--- src/hdl/pid_controller_antiwindup_macros.svh ---
// Assertion helpers shared by the controller modules.
// Each macro expects clk and rst_n in scope.
`ifndef PID_CONTROLLER_ANTIWINDUP_MACROS_SVH
`define PID_CONTROLLER_ANTIWINDUP_MACROS_SVH

// Same-cycle implication.
`define PCA_ASSERT_NOW(lbl, ante, cons, msg) \
  lbl: assert property (@(posedge clk) disable iff (!rst_n) (ante) |-> (cons)) \
    else $error(msg);

// Next-cycle implication.
`define PCA_ASSERT_NEXT(lbl, ante, cons, msg) \
  lbl: assert property (@(posedge clk) disable iff (!rst_n) (ante) |=> (cons)) \
    else $error(msg);

`endif

--- src/hdl/pca_pkg.sv ---
`timescale 1ns / 1ps

package pca_pkg;

  // Sensor range defaults.
  localparam int SENSOR_LOW      = 0;
  localparam int SENSOR_HIGH_DEF = 4095;

  // Datapath widths.
  localparam int SUM_W     = 54;
  localparam int MAG_W     = 37;
  localparam int DVD_W     = 50;
  localparam int DSR_W     = 24;
  localparam int DIV_STEPS = DVD_W / 2;
  localparam int CNT_W     = $clog2(DIV_STEPS + 1);

  // Configuration register indexes.
  localparam logic [2:0] REG_TARGET   = 3'd0;
  localparam logic [2:0] REG_GAIN_P   = 3'd1;
  localparam logic [2:0] REG_GAIN_I   = 3'd2;
  localparam logic [2:0] REG_GAIN_D   = 3'd3;
  localparam logic [2:0] REG_INTERVAL = 3'd4;
  localparam logic [2:0] REG_ZERO     = 3'd5;
  localparam logic [2:0] REG_FLOOR    = 3'd6;
  localparam logic [2:0] REG_CEILING  = 3'd7;

  typedef enum logic [3:0] {
    OP_NONE,
    OP_LOAD,
    OP_MUL_P,
    OP_ACC_P,
    OP_MUL_GT,
    OP_MUL_I,
    OP_ACC_I,
    OP_MUL_D,
    OP_DIVD,
    OP_ACC_D,
    OP_MAG,
    OP_MUL_HI,
    OP_MUL_LO,
    OP_DIVF,
    OP_FINAL
  } dp_op_t;

  typedef enum logic [3:0] {
    ST_IDLE,
    ST_MUL_P,
    ST_ACC_P,
    ST_MUL_GT,
    ST_MUL_I,
    ST_ACC_I,
    ST_MUL_D,
    ST_DIVD,
    ST_DIVD_WAIT,
    ST_ACC_D,
    ST_MAG,
    ST_MUL_HI,
    ST_MUL_LO,
    ST_DIVF,
    ST_DIVF_WAIT,
    ST_FINAL
  } ctl_state_t;

  typedef struct packed {
    dp_op_t op;
  } ctl_cmd_t;

  typedef struct packed {
    logic div_done;
  } dp_status_t;

endpackage

--- src/hdl/pid_controller_antiwindup.sv ---
`timescale 1ns / 1ps

// Channel  Direction  Handshake            Payload
// in       input      in_valid / in_stall  in_sensor_sample (12 bit)
// out      output     out_valid/out_stall  out_drive_value, out_error_value,
//                                          out_integral_value, out_drive_clamped
// cfg      input      cfg_valid/cfg_ready  cfg_index (3 bit), cfg_data (16 bit)
//
// Each word runs through 12 multiply, accumulate, load and output steps and two
// divisions, each a start step and a wait on the shared radix-4 divider. A new
// word is taken only once the sequence of the last has returned to idle.
// Reset (rst_n low, synchronous) restores the register defaults, clears the
// integrator and last error, and empties the output word.
// A stalled output word holds; the next input word is taken while it waits,
// and its result stays in the final step until the output register frees.

module pid_controller_antiwindup #(
  parameter int SENSOR_HIGH = pca_pkg::SENSOR_HIGH_DEF
) (
  input  logic               clk,
  input  logic               rst_n,
  input  logic               in_valid,
  output logic               in_stall,
  input  logic [11:0]        in_sensor_sample,
  output logic               out_valid,
  input  logic               out_stall,
  output logic [11:0]        out_drive_value,
  output logic signed [12:0] out_error_value,
  output logic signed [31:0] out_integral_value,
  output logic               out_drive_clamped,
  input  logic               cfg_valid,
  output logic               cfg_ready,
  input  logic [2:0]         cfg_index,
  input  logic [15:0]        cfg_data
);
  import pca_pkg::*;

  ctl_cmd_t   cmd;
  dp_status_t status;

  // Register writes are always taken; the user must send them only while the loop is idle (not enforced here).
  assign cfg_ready = 1'b1;

  // The controller sequences one word through the datapath, one step a state.
  pca_ctrl u_ctrl (
    .clk       (clk),
    .rst_n     (rst_n),
    .in_valid  (in_valid),
    .in_stall  (in_stall),
    .out_valid (out_valid),
    .out_stall (out_stall),
    .cmd       (cmd),
    .status    (status)
  );

  // The datapath holds the registers, loop state, multiplier and divider.
  pca_datapath #(
    .SENSOR_HIGH (SENSOR_HIGH)
  ) u_dp (
    .clk            (clk),
    .rst_n          (rst_n),
    .cmd            (cmd),
    .status         (status),
    .sample         (in_sensor_sample),
    .cfg_we         (cfg_valid && cfg_ready),
    .cfg_index      (cfg_index),
    .cfg_data       (cfg_data),
    .drive_value    (out_drive_value),
    .error_value    (out_error_value),
    .integral_value (out_integral_value),
    .drive_clamped  (out_drive_clamped)
  );

endmodule

--- src/hdl/pca_divider.sv ---
`timescale 1ns / 1ps
`include "pid_controller_antiwindup_macros.svh"

module pca_divider (
  input  logic                      clk,
  input  logic                      rst_n,
  input  logic                      start,
  input  logic [pca_pkg::DVD_W-1:0] dividend,
  input  logic [pca_pkg::DSR_W-1:0] divisor,
  output logic [pca_pkg::DVD_W-1:0] quotient,
  output logic                      done
);
  import pca_pkg::*;

  logic [DVD_W-1:0] quo_r, quo_nxt;
  logic [DSR_W-1:0] rem_r, rem_nxt, dsr_r;
  logic [CNT_W-1:0] cnt_r, cnt_nxt;
  logic [DSR_W:0]   st1, st2;

  // One restoring step: shift in a bit, subtract when it fits.
  function automatic logic [DSR_W:0] div_step(input logic [DSR_W-1:0] rem,
                                              input logic bit_in,
                                              input logic [DSR_W-1:0] dsr);
    logic [DSR_W:0] r2;
    r2 = {rem, bit_in};
    if (r2 >= {1'b0, dsr}) begin
      div_step = {1'b1, DSR_W'(r2 - {1'b0, dsr})};
    end else begin
      div_step = {1'b0, r2[DSR_W-1:0]};
    end
  endfunction

  always_comb begin
    st1     = div_step(rem_r, quo_r[DVD_W-1], dsr_r);
    st2     = div_step(st1[DSR_W-1:0], quo_r[DVD_W-2], dsr_r);
    quo_nxt = {quo_r[DVD_W-3:0], st1[DSR_W], st2[DSR_W]};
    rem_nxt = st2[DSR_W-1:0];
    cnt_nxt = cnt_r - CNT_W'(1);
  end

  always_ff @(posedge clk) begin
    if (!rst_n) begin
      cnt_r <= '0;
    end else if (start) begin
      cnt_r <= CNT_W'(DIV_STEPS);
    end else if (cnt_r != '0) begin
      cnt_r <= cnt_nxt;
    end
  end

  always_ff @(posedge clk) begin
    if (start) begin
      quo_r <= dividend;
      rem_r <= '0;
      dsr_r <= divisor;
    end else if (cnt_r != '0) begin
      quo_r <= quo_nxt;
      rem_r <= rem_nxt;
    end
  end

  assign quotient = quo_r;
  assign done     = (cnt_r == '0);

  `PCA_ASSERT_NOW(a_no_restart, start, cnt_r == '0, "divider restarted while busy")
  `PCA_ASSERT_NEXT(a_start_busy, start, !done, "divider done right after start")

endmodule

--- src/hdl/pca_datapath.sv ---
`timescale 1ns / 1ps

module pca_datapath #(
  parameter int SENSOR_HIGH = pca_pkg::SENSOR_HIGH_DEF
) (
  input  logic                clk,
  input  logic                rst_n,
  input  pca_pkg::ctl_cmd_t   cmd,
  output pca_pkg::dp_status_t status,
  input  logic [11:0]         sample,
  input  logic                cfg_we,
  input  logic [2:0]          cfg_index,
  input  logic [15:0]         cfg_data,
  output logic [11:0]         drive_value,
  output logic signed [12:0]  error_value,
  output logic signed [31:0]  integral_value,
  output logic                drive_clamped
);
  import pca_pkg::*;

  localparam int unsigned DIVISOR    = (SENSOR_HIGH - SENSOR_LOW) * 100;
  localparam logic [16:0] SAMPLE_MAX = 17'(SENSOR_HIGH);
  localparam logic [MAG_W-1:0] MAG_SAT = MAG_W'(1) << (MAG_W - 1);

  // Configuration and loop state.
  logic [11:0]        tgt_r, dz_r, dfl_r, dcl_r;
  logic signed [15:0] gp_r, gi_r, gd_r;
  logic [15:0]        tint_r;
  logic signed [12:0] last_err_r;
  logic signed [31:0] integ_r;

  // Per-word working registers.
  logic signed [12:0] e_r;
  logic signed [13:0] d_r;
  logic [63:0]        prod_r;
  logic               psign_r, nsign_r;
  logic [16:0]        hip_r;
  logic [SUM_W-1:0]   sum_r;
  logic [MAG_W-1:0]   mag_r;

  logic [11:0]        out_drive_r;
  logic signed [12:0] out_err_r;
  logic signed [31:0] out_integ_r;
  logic               out_clamp_r;

  // Combinational terms.
  logic [11:0]        s_cl;
  logic signed [12:0] e_n;
  logic signed [13:0] d_n;
  logic signed [32:0] isum;
  logic signed [31:0] isat, integ_n;
  logic               flip;
  logic [12:0]        e_mag;
  logic [13:0]        d_mag;
  logic [15:0]        gp_mag, gi_mag, gd_mag, t_cl;
  logic [31:0]        integ_mag;
  logic signed [12:0] span;
  logic [12:0]        span_mag;
  logic [11:0]        fac;
  logic [31:0]        mul_a, mul_b;
  logic [63:0]        mul_p;
  logic               psign_nxt;
  logic [SUM_W-1:0]   acc_base, acc_add, acc_res, sum_abs;
  logic [MAG_W-1:0]   mag_n;
  logic               div_start;
  logic [DVD_W-1:0]   div_dvd, quo;
  logic [DSR_W-1:0]   div_dsr;
  logic               div_done;
  logic [13:0]        q_sat;
  logic [15:0]        delta;
  logic signed [15:0] setting;
  logic [11:0]        drive_n;
  logic               clamp_n;

  always_comb begin
    s_cl = ({5'b0, sample} > SAMPLE_MAX) ? SAMPLE_MAX[11:0] : sample;
    e_n  = $signed({1'b0, tgt_r}) - $signed({1'b0, s_cl});
    d_n  = {e_n[12], e_n} - {last_err_r[12], last_err_r};
    flip = (!last_err_r[12] && last_err_r != '0 && e_n[12]) ||
           (last_err_r[12] && !e_n[12] && e_n != '0);
    isum = {integ_r[31], integ_r} + {{20{e_n[12]}}, e_n};
    if (isum[32] != isum[31]) begin
      isat = isum[32] ? 32'sh8000_0000 : 32'sh7fff_ffff;
    end else begin
      isat = isum[31:0];
    end
    if (gi_r == '0 || e_n == '0) begin
      integ_n = '0;
    end else if (flip) begin
      integ_n = {{19{e_n[12]}}, e_n};
    end else begin
      integ_n = isat;
    end
  end

  always_comb begin
    e_mag     = e_r[12] ? (~e_r + 13'd1) : e_r;
    d_mag     = d_r[13] ? (~d_r + 14'd1) : d_r;
    gp_mag    = gp_r[15] ? (~gp_r + 16'd1) : gp_r;
    gi_mag    = gi_r[15] ? (~gi_r + 16'd1) : gi_r;
    gd_mag    = gd_r[15] ? (~gd_r + 16'd1) : gd_r;
    integ_mag = integ_r[31] ? (~integ_r + 32'd1) : integ_r;
    if (tint_r < 16'd16) begin
      t_cl = 16'd16;
    end else if (tint_r > 16'd32768) begin
      t_cl = 16'd32768;
    end else begin
      t_cl = tint_r;
    end
    span     = $signed({1'b0, dcl_r}) - $signed({1'b0, dz_r});
    span_mag = span[12] ? (~span + 13'd1) : span;
    fac      = span_mag[11:0];
  end

  // Shared 32 x 32 multiplier.
  always_comb begin
    mul_a     = '0;
    mul_b     = '0;
    psign_nxt = psign_r;
    case (cmd.op)
      OP_MUL_P: begin
        mul_a     = {16'b0, gp_mag};
        mul_b     = {19'b0, e_mag};
        psign_nxt = gp_r[15] ^ e_r[12];
      end
      OP_MUL_GT: begin
        mul_a = {16'b0, gi_mag};
        mul_b = {16'b0, t_cl};
      end
      OP_MUL_I: begin
        mul_a     = prod_r[31:0];
        mul_b     = integ_mag;
        psign_nxt = gi_r[15] ^ integ_r[31];
      end
      OP_MUL_D: begin
        mul_a     = {16'b0, gd_mag};
        mul_b     = {18'b0, d_mag};
        psign_nxt = gd_r[15] ^ d_r[13];
      end
      OP_MUL_HI: begin
        mul_a = {27'b0, mag_r[MAG_W-1:32]};
        mul_b = {20'b0, fac};
      end
      OP_MUL_LO: begin
        mul_a = mag_r[31:0];
        mul_b = {20'b0, fac};
      end
      default: begin
      end
    endcase
  end

  assign mul_p = mul_a * mul_b;

  // Signed accumulation of the three terms.
  always_comb begin
    acc_base = (cmd.op == OP_ACC_P) ? '0 : sum_r;
    case (cmd.op)
      OP_ACC_P: acc_add = prod_r[SUM_W-1:0];
      OP_ACC_I: acc_add = prod_r[63:10];
      default:  acc_add = SUM_W'(quo);
    endcase
    acc_res = psign_r ? (acc_base - acc_add) : (acc_base + acc_add);
    sum_abs = sum_r[SUM_W-1] ? (~sum_r + SUM_W'(1)) : sum_r;
    mag_n   = (sum_abs[SUM_W-1:MAG_W-1] != '0) ? MAG_SAT : sum_abs[MAG_W-1:0];
  end

  always_comb begin
    div_start = (cmd.op == OP_DIVD) || (cmd.op == OP_DIVF);
    if (cmd.op == OP_DIVD) begin
      div_dvd = {prod_r[DVD_W-11:0], 10'b0};
      div_dsr = DSR_W'(t_cl);
    end else begin
      div_dvd = DVD_W'({hip_r, 32'b0}) + DVD_W'(prod_r[43:0]);
      div_dsr = DSR_W'(DIVISOR);
    end
  end

  pca_divider u_div (
    .clk      (clk),
    .rst_n    (rst_n),
    .start    (div_start),
    .dividend (div_dvd),
    .divisor  (div_dsr),
    .quotient (quo),
    .done     (div_done)
  );

  assign status.div_done = div_done;

  // Final scaling result, offset and clamp.
  always_comb begin
    q_sat   = (quo[DVD_W-1:13] != '0) ? 14'd8192 : {1'b0, quo[12:0]};
    delta   = nsign_r ? (~{2'b0, q_sat} + 16'd1) : {2'b0, q_sat};
    setting = $signed({4'b0, dz_r}) + $signed(delta);
    clamp_n = 1'b1;
    if (setting < $signed({4'b0, dfl_r})) begin
      drive_n = dfl_r;
    end else if (setting > $signed({4'b0, dcl_r})) begin
      drive_n = dcl_r;
    end else begin
      drive_n = setting[11:0];
      clamp_n = 1'b0;
    end
  end

  always_ff @(posedge clk) begin
    if (!rst_n) begin
      tgt_r      <= 12'd0;
      gp_r       <= '0;
      gi_r       <= '0;
      gd_r       <= '0;
      tint_r     <= 16'd16;
      dz_r       <= 12'd2048;
      dfl_r      <= 12'd0;
      dcl_r      <= 12'd4095;
      last_err_r <= '0;
      integ_r    <= '0;
    end else begin
      if (cfg_we) begin
        unique case (cfg_index)
          REG_TARGET:   tgt_r  <= cfg_data[11:0];
          REG_GAIN_P:   gp_r   <= cfg_data;
          REG_GAIN_I:   gi_r   <= cfg_data;
          REG_GAIN_D:   gd_r   <= cfg_data;
          REG_INTERVAL: tint_r <= cfg_data;
          REG_ZERO:     dz_r   <= cfg_data[11:0];
          REG_FLOOR:    dfl_r  <= cfg_data[11:0];
          REG_CEILING:  dcl_r  <= cfg_data[11:0];
        endcase
      end
      if (cmd.op == OP_LOAD) begin
        last_err_r <= e_n;
        integ_r    <= integ_n;
      end
    end
  end

  always_ff @(posedge clk) begin
    case (cmd.op)
      OP_LOAD: begin
        e_r <= e_n;
        d_r <= d_n;
      end
      OP_MUL_P, OP_MUL_I, OP_MUL_D: begin
        prod_r  <= mul_p;
        psign_r <= psign_nxt;
      end
      OP_MUL_GT, OP_MUL_LO: prod_r <= mul_p;
      OP_MUL_HI:            hip_r  <= mul_p[16:0];
      OP_ACC_P, OP_ACC_I, OP_ACC_D: sum_r <= acc_res;
      OP_MAG: begin
        mag_r   <= mag_n;
        nsign_r <= sum_r[SUM_W-1] ^ span[12];
      end
      OP_FINAL: begin
        out_drive_r <= drive_n;
        out_err_r   <= e_r;
        out_integ_r <= integ_r;
        out_clamp_r <= clamp_n;
      end
      default: begin
      end
    endcase
  end

  assign drive_value    = out_drive_r;
  assign error_value    = out_err_r;
  assign integral_value = out_integ_r;
  assign drive_clamped  = out_clamp_r;

endmodule

--- src/hdl/pca_ctrl.sv ---
`timescale 1ns / 1ps
`include "pid_controller_antiwindup_macros.svh"

module pca_ctrl (
  input  logic                clk,
  input  logic                rst_n,
  input  logic                in_valid,
  output logic                in_stall,
  output logic                out_valid,
  input  logic                out_stall,
  output pca_pkg::ctl_cmd_t   cmd,
  input  pca_pkg::dp_status_t status
);
  import pca_pkg::*;

  ctl_state_t state_r, state_nxt;
  logic       out_valid_r, out_valid_nxt;
  logic       blocked, fire;

  assign blocked = out_valid_r && out_stall;
  assign fire    = (state_r == ST_FINAL) && !blocked;

  always_comb begin
    state_nxt     = state_r;
    out_valid_nxt = fire || blocked;
    unique case (state_r)
      ST_IDLE:      if (in_valid) state_nxt = ST_MUL_P;
      ST_MUL_P:     state_nxt = ST_ACC_P;
      ST_ACC_P:     state_nxt = ST_MUL_GT;
      ST_MUL_GT:    state_nxt = ST_MUL_I;
      ST_MUL_I:     state_nxt = ST_ACC_I;
      ST_ACC_I:     state_nxt = ST_MUL_D;
      ST_MUL_D:     state_nxt = ST_DIVD;
      ST_DIVD:      state_nxt = ST_DIVD_WAIT;
      ST_DIVD_WAIT: if (status.div_done) state_nxt = ST_ACC_D;
      ST_ACC_D:     state_nxt = ST_MAG;
      ST_MAG:       state_nxt = ST_MUL_HI;
      ST_MUL_HI:    state_nxt = ST_MUL_LO;
      ST_MUL_LO:    state_nxt = ST_DIVF;
      ST_DIVF:      state_nxt = ST_DIVF_WAIT;
      ST_DIVF_WAIT: if (status.div_done) state_nxt = ST_FINAL;
      ST_FINAL:     if (!blocked) state_nxt = ST_IDLE;
    endcase
  end

  always_comb begin
    cmd.op = OP_NONE;
    unique case (state_r)
      ST_IDLE:   if (in_valid) cmd.op = OP_LOAD;
      ST_MUL_P:  cmd.op = OP_MUL_P;
      ST_ACC_P:  cmd.op = OP_ACC_P;
      ST_MUL_GT: cmd.op = OP_MUL_GT;
      ST_MUL_I:  cmd.op = OP_MUL_I;
      ST_ACC_I:  cmd.op = OP_ACC_I;
      ST_MUL_D:  cmd.op = OP_MUL_D;
      ST_DIVD:   cmd.op = OP_DIVD;
      ST_ACC_D:  cmd.op = OP_ACC_D;
      ST_MAG:    cmd.op = OP_MAG;
      ST_MUL_HI: cmd.op = OP_MUL_HI;
      ST_MUL_LO: cmd.op = OP_MUL_LO;
      ST_DIVF:   cmd.op = OP_DIVF;
      ST_FINAL:  if (!blocked) cmd.op = OP_FINAL;
      ST_DIVD_WAIT, ST_DIVF_WAIT: cmd.op = OP_NONE;
    endcase
  end

  always_ff @(posedge clk) begin
    if (!rst_n) begin
      state_r     <= ST_IDLE;
      out_valid_r <= 1'b0;
    end else begin
      state_r     <= state_nxt;
      out_valid_r <= out_valid_nxt;
    end
  end

  assign in_stall  = (state_r != ST_IDLE);
  assign out_valid = out_valid_r;

  `PCA_ASSERT_NEXT(a_accept_busy, in_valid && !in_stall, state_r != ST_IDLE,
                   "accepted word did not start the sequence")
  `PCA_ASSERT_NEXT(a_final_hold, state_r == ST_FINAL && blocked, state_r == ST_FINAL,
                   "result lost while the output word was stalled")
  `PCA_ASSERT_NEXT(a_final_fire, fire, out_valid_r && state_r == ST_IDLE,
                   "finished result not presented")

endmodule
--- config.mk ---
export PLATFORM = sky130hd
export DESIGN_NAME = pid_controller_antiwindup
export DESIGN_NICKNAME = d
export VERILOG_FILES = /design/src/hdl/pca_pkg.sv /design/src/hdl/pid_controller_antiwindup.sv /design/src/hdl/pca_divider.sv /design/src/hdl/pca_datapath.sv /design/src/hdl/pca_ctrl.sv
export VERILOG_INCLUDE_DIRS = /design/src /design/src/hdl
export SDC_FILE = /design/constraint.sdc
export NUM_CORES = 2
export LEC_CHECK = 0
export BUFFER_PORTS_ARGS = -buffer_cell sky130_fd_sc_hd__buf_2
export CELL_PAD_IN_SITES_DETAIL_PLACEMENT = 0
export CELL_PAD_IN_SITES_GLOBAL_PLACEMENT = 1
export CORE_UTILIZATION = 25
export DETAILED_ROUTE_END_ITERATION = 16
export HOLD_SLACK_MARGIN = 0.15
export PLACE_DENSITY = 0.56
export SYNTH_ARGS = -nofsm -noshare
export SYNTH_HDL_FRONTEND = slang
export SYNTH_SLANG_ARGS = --single-unit
export TNS_END_PERCENT = 1
--- constraint.sdc ---
create_clock -name clk -period 18.5 [get_ports clk]
set_input_delay 3.7 -clock clk [delete_from_list [all_inputs] [get_ports clk]]
set_output_delay 3.7 -clock clk [all_outputs]
set_load 0.1 [all_outputs]
==> flow_summary.json <==
{
  "outcome": "completed",
  "syn_area_mm2": 0.0679,
  "tritoncts": "yes",
  "cts_resized": 0,
  "grt_max_degree": 71,
  "syn_to_final_growth_pct": 10.7,
  "holdPathEnd": "u_dp.dfl_r[7]",
  "timing.rr.end": "u_dp.prod_r[46]",
  "power_density_mw_per_mm2": 79.4,
  "hold_viol": 0,
  "die_area_mm2": 0.274,
  "io_pins": 97,
  "postCtsSetupRepairBufs": 0,
  "period_needed_ps": 12610,
  "rows": 190,
  "yosys.cell_count.top_type": "nand2_1",
  "drt_iter0_drc": 4874,
  "syn_inst": 7842,
  "critical_path_arrival_ps": 13040,
  "synth.area.top_cells": "fa_1 (27%), edfxtp_1 (14%), ha_1 (8.9%)",
  "synth.distinct_cells": 100,
  "synth_warnings": 0,
  "cap_violations": 0,
  "timing.reg2reg.setup_slack_ps": 5890,
  "r2r_start": "u_dp.dcl_r[0]",
  "setup_viol_count_final": 0,
  "fmax_ghz": 0.0793,
  "grt_usage": 0.190,
  "final_nets": 9203,
  "synthMuxAreaShare": 0.00367,
  "start_util": 0.252,
  "power_leakage_nw": 31.8,
  "antenna_found_initial": 15,
  "synthSimpleGateAreaFrac": 0.172,
  "die_w_um": 523,
  "grt_setup_unrepaired": "false",
  "seq_area_frac_synth": 0.200,
  "synth_compound_area_frac": 0.129,
  "post-route-drc-count": 0,
  "timing.hold.ws_ps": 460,
  "antenna_left": 0,
  "crit_required_ps": 18930,
  "fin_crit_sh": 0.682,
  "dp_slack_ps": 5920,
  "grt_remaining_overflow": 0,
  "ys_seq_elements": 517,
  "finClkSkew_ps": 34.7,
  "core_area_mm2": 0.269,
  "clk_path_buf_depth": 3,
  "hold_depth": 2,
  "synth_top_area_cell": "fa_1",
  "wl_per_cell_um": 22.8,
  "final_cells": 11400,
  "max_stage_delay_ps": 850,
  "total_power_mw": 5.96,
  "critPathKind": "reg -> reg",
  "avgSynthCellArea_um2": 8.66,
  "routed_wl_um": 260000,
  "timing.final.ws_setup_ps": 5890,
  "synth-edff-count": 326,
  "dpl.cell_count": 11300,
  "r2r_cells": 39,
  "dp_hpwl_um": 204000,
  "htree_levels": 3,
  "drt_pass1_iterations": 10,
  "cts_buffers": 68,
  "max_slew_margin": 0.157,
  "cp_slowest_cell": "o41ai_1",
  "hold_buffers": 0,
  "synth_top_area_share": 0.267,
  "grt_pass1_wl_um": 386000,
  "max-vdd-ir-drop_v": 0.0000678,
  "synth_nets": 9264,
  "portBuffers": 95,
  "clk_pin_slew_ps": 60,
  "cpMostUsedCell": "fa_1",
  "worstSkewPairLatency_ps": 690,
  "crit_fanout": 18,
  "num_vias": 56400,
  "critical_path.top_delay_family": "compound AO/OA/AOI/OAI gates",
  "die_y_um": 523,
  "finalMaxSlewViolations": 0,
  "synth_top_family_by_area": "adder cells",
  "gp_congestion": 0.937,
  "yosys.area_share.adder": 0.355,
  "synthArstFlopShare": 0,
  "start_kind": "flop",
  "min_path_type": "reg -> reg",
  "ys.flop_type": "edfxtp_1",
  "finalSetupTns_ps": 0,
  "critPathBufInv": 7,
  "synthTopCellsByCount": "nand2_1 (1,269), inv_1 (1,185), fa_1 (905), nor2_1 (634), ha_1 (481)",
  "tightest_slew_ps": 1260,
  "drive_above_1_share": 0.0644,
  "synthXorXnorAreaFrac": 0.0521,
  "cts-root-buf": "clkbuf_16",
  "grt_pass1_vias": 57300,
  "via_per_inst": 4.95,
  "end_kind": "flop",
  "min_from": "u_dp.dfl_r[7]",
  "cts.sink_count": 517
}
==> cells by family (layout without fill, tap and decap cells) <==
| family | Yosys count | in the layout |
|---|---|---|
| flops | 517 | 517 |
| fa+ha+maj | 1386 | 1386 |
| simple gates | 2605 | 2605 |
| xor+xnor | 404 | 404 |
| compound gates | 1351 | 1351 |
| other cells | 1 | 4 |
| buf+inv | 1554 | 1548 |
| mux | 24 | 24 |
==> worst max path at each step <==
| stage | to | cells after the start | from | slack [ps] |
|---|---|---|---|---|
| 2_1_floorplan | u_dp.prod_r[46] | 42 | u_dp.dcl_r[0] | 6900 |
| 3_3_place_gp | u_dp.prod_r[46] | 39 | u_dp.dcl_r[0] | 6290 |
| 3_5_place_dp | u_dp.prod_r[46] | 39 | u_dp.dcl_r[0] | 5920 |
| 4_1_cts | u_dp.prod_r[46] | 39 | u_dp.dcl_r[0] | 5940 |
| 5_1_grt | u_dp.prod_r[46] | 39 | u_dp.dcl_r[0] | 5230 |
| 6_report | u_dp.prod_r[46] | 39 | u_dp.dcl_r[0] | 5890 |
==> layout by cell type (no fill, tap or decap), types with 17 or more instances in the layout <==
master	instances
and3_1	30
nor3_1	110
mux2i_1	17
nand2_1	1267
a211oi_1	39
nor2_4	36
xnor2_1	193
xor2_1	211
nand3_1	86
buf_2	95
a22o_1	22
inv_1	1183
ha_1	481
dfxtp_1	191
o211ai_1	33
o21a_1	37
a21boi_0	17
or4_1	25
o21ai_0	264
edfxtp_1	326
a222oi_1	38
a31oi_1	37
a21oi_1	416
a21o_1	90
a22oi_1	82
nor2_1	618
o41ai_1	18
nand2b_1	58
or3_1	61
buf_4	141
nand4_1	34
nor4_1	26
or2_2	34
and2_1	86
nor2b_1	45
o31ai_1	59
fa_1	905
clkbuf_16	72
o21bai_1	27
==> through the flow <==
step            util  area [µm²]
6_report       0.279       75100
5_1_grt        0.279       75100
4_1_cts        0.279       75100
3_5_place_dp   0.270       72800
3_3_place_gp   0.270       72800
2_1_floorplan      -       67900
==> routing by layer <==
metal,vias up,track usage,share of wire
li1,25500,-,-
met2,1825,0.295,0.44
met1,28700,0.270,0.47
met5,-,0,0.00010
met3,333,0.0331,0.068
met4,4,0.0504,0.028
==> report_power, final <==
group / leakage, nW / internal, mW / total (mW) / switching, mW
clock: 1.16 / 0.864 / 1.44 / 0.578
combinational: 26.1 / 1.09 / 2.79 / 1.70
sequential: 4.52 / 1.49 / 1.73 / 0.233
total: 31.8 / 3.45 / 5.96 / 2.51
==> tightest hold or removal path, delay by kind of cell (launching register included) <==
family | cells | cell delay [ps]
flip-flops | 1 | 310
AO/OA/AOI/OAI | 1 | 50
AND/OR/NAND/NOR | 1 | 50
==> flip-flops by register name, indices dropped and copies added, names as in the netlist, 17 cells and up <==
name                 cells
u_dp.hip_r              17
u_dp.integ_r            32
u_dp.integral_value     32
u_dp.mag_r              37
u_dp.prod_r             64
u_dp.sum_r              54
u_dp.u_div.dsr_r        17
u_dp.u_div.quotient     50
u_dp.u_div.rem_r        24
==> cell type report <==
cell class	count	area, µm²
Tap cell	3552	4440
Inverter	1187	4460
Clock buffer	85	1880
Clock inverter	40	479
Antenna cell	3	7.51
Timing Repair Buffer	236	1530
Sequential cell	517	13600
Multi-Input combinational cell	5771	48700
Fill cell	28800	194000
Note: power is estimated with default switching activity, not from simulation.
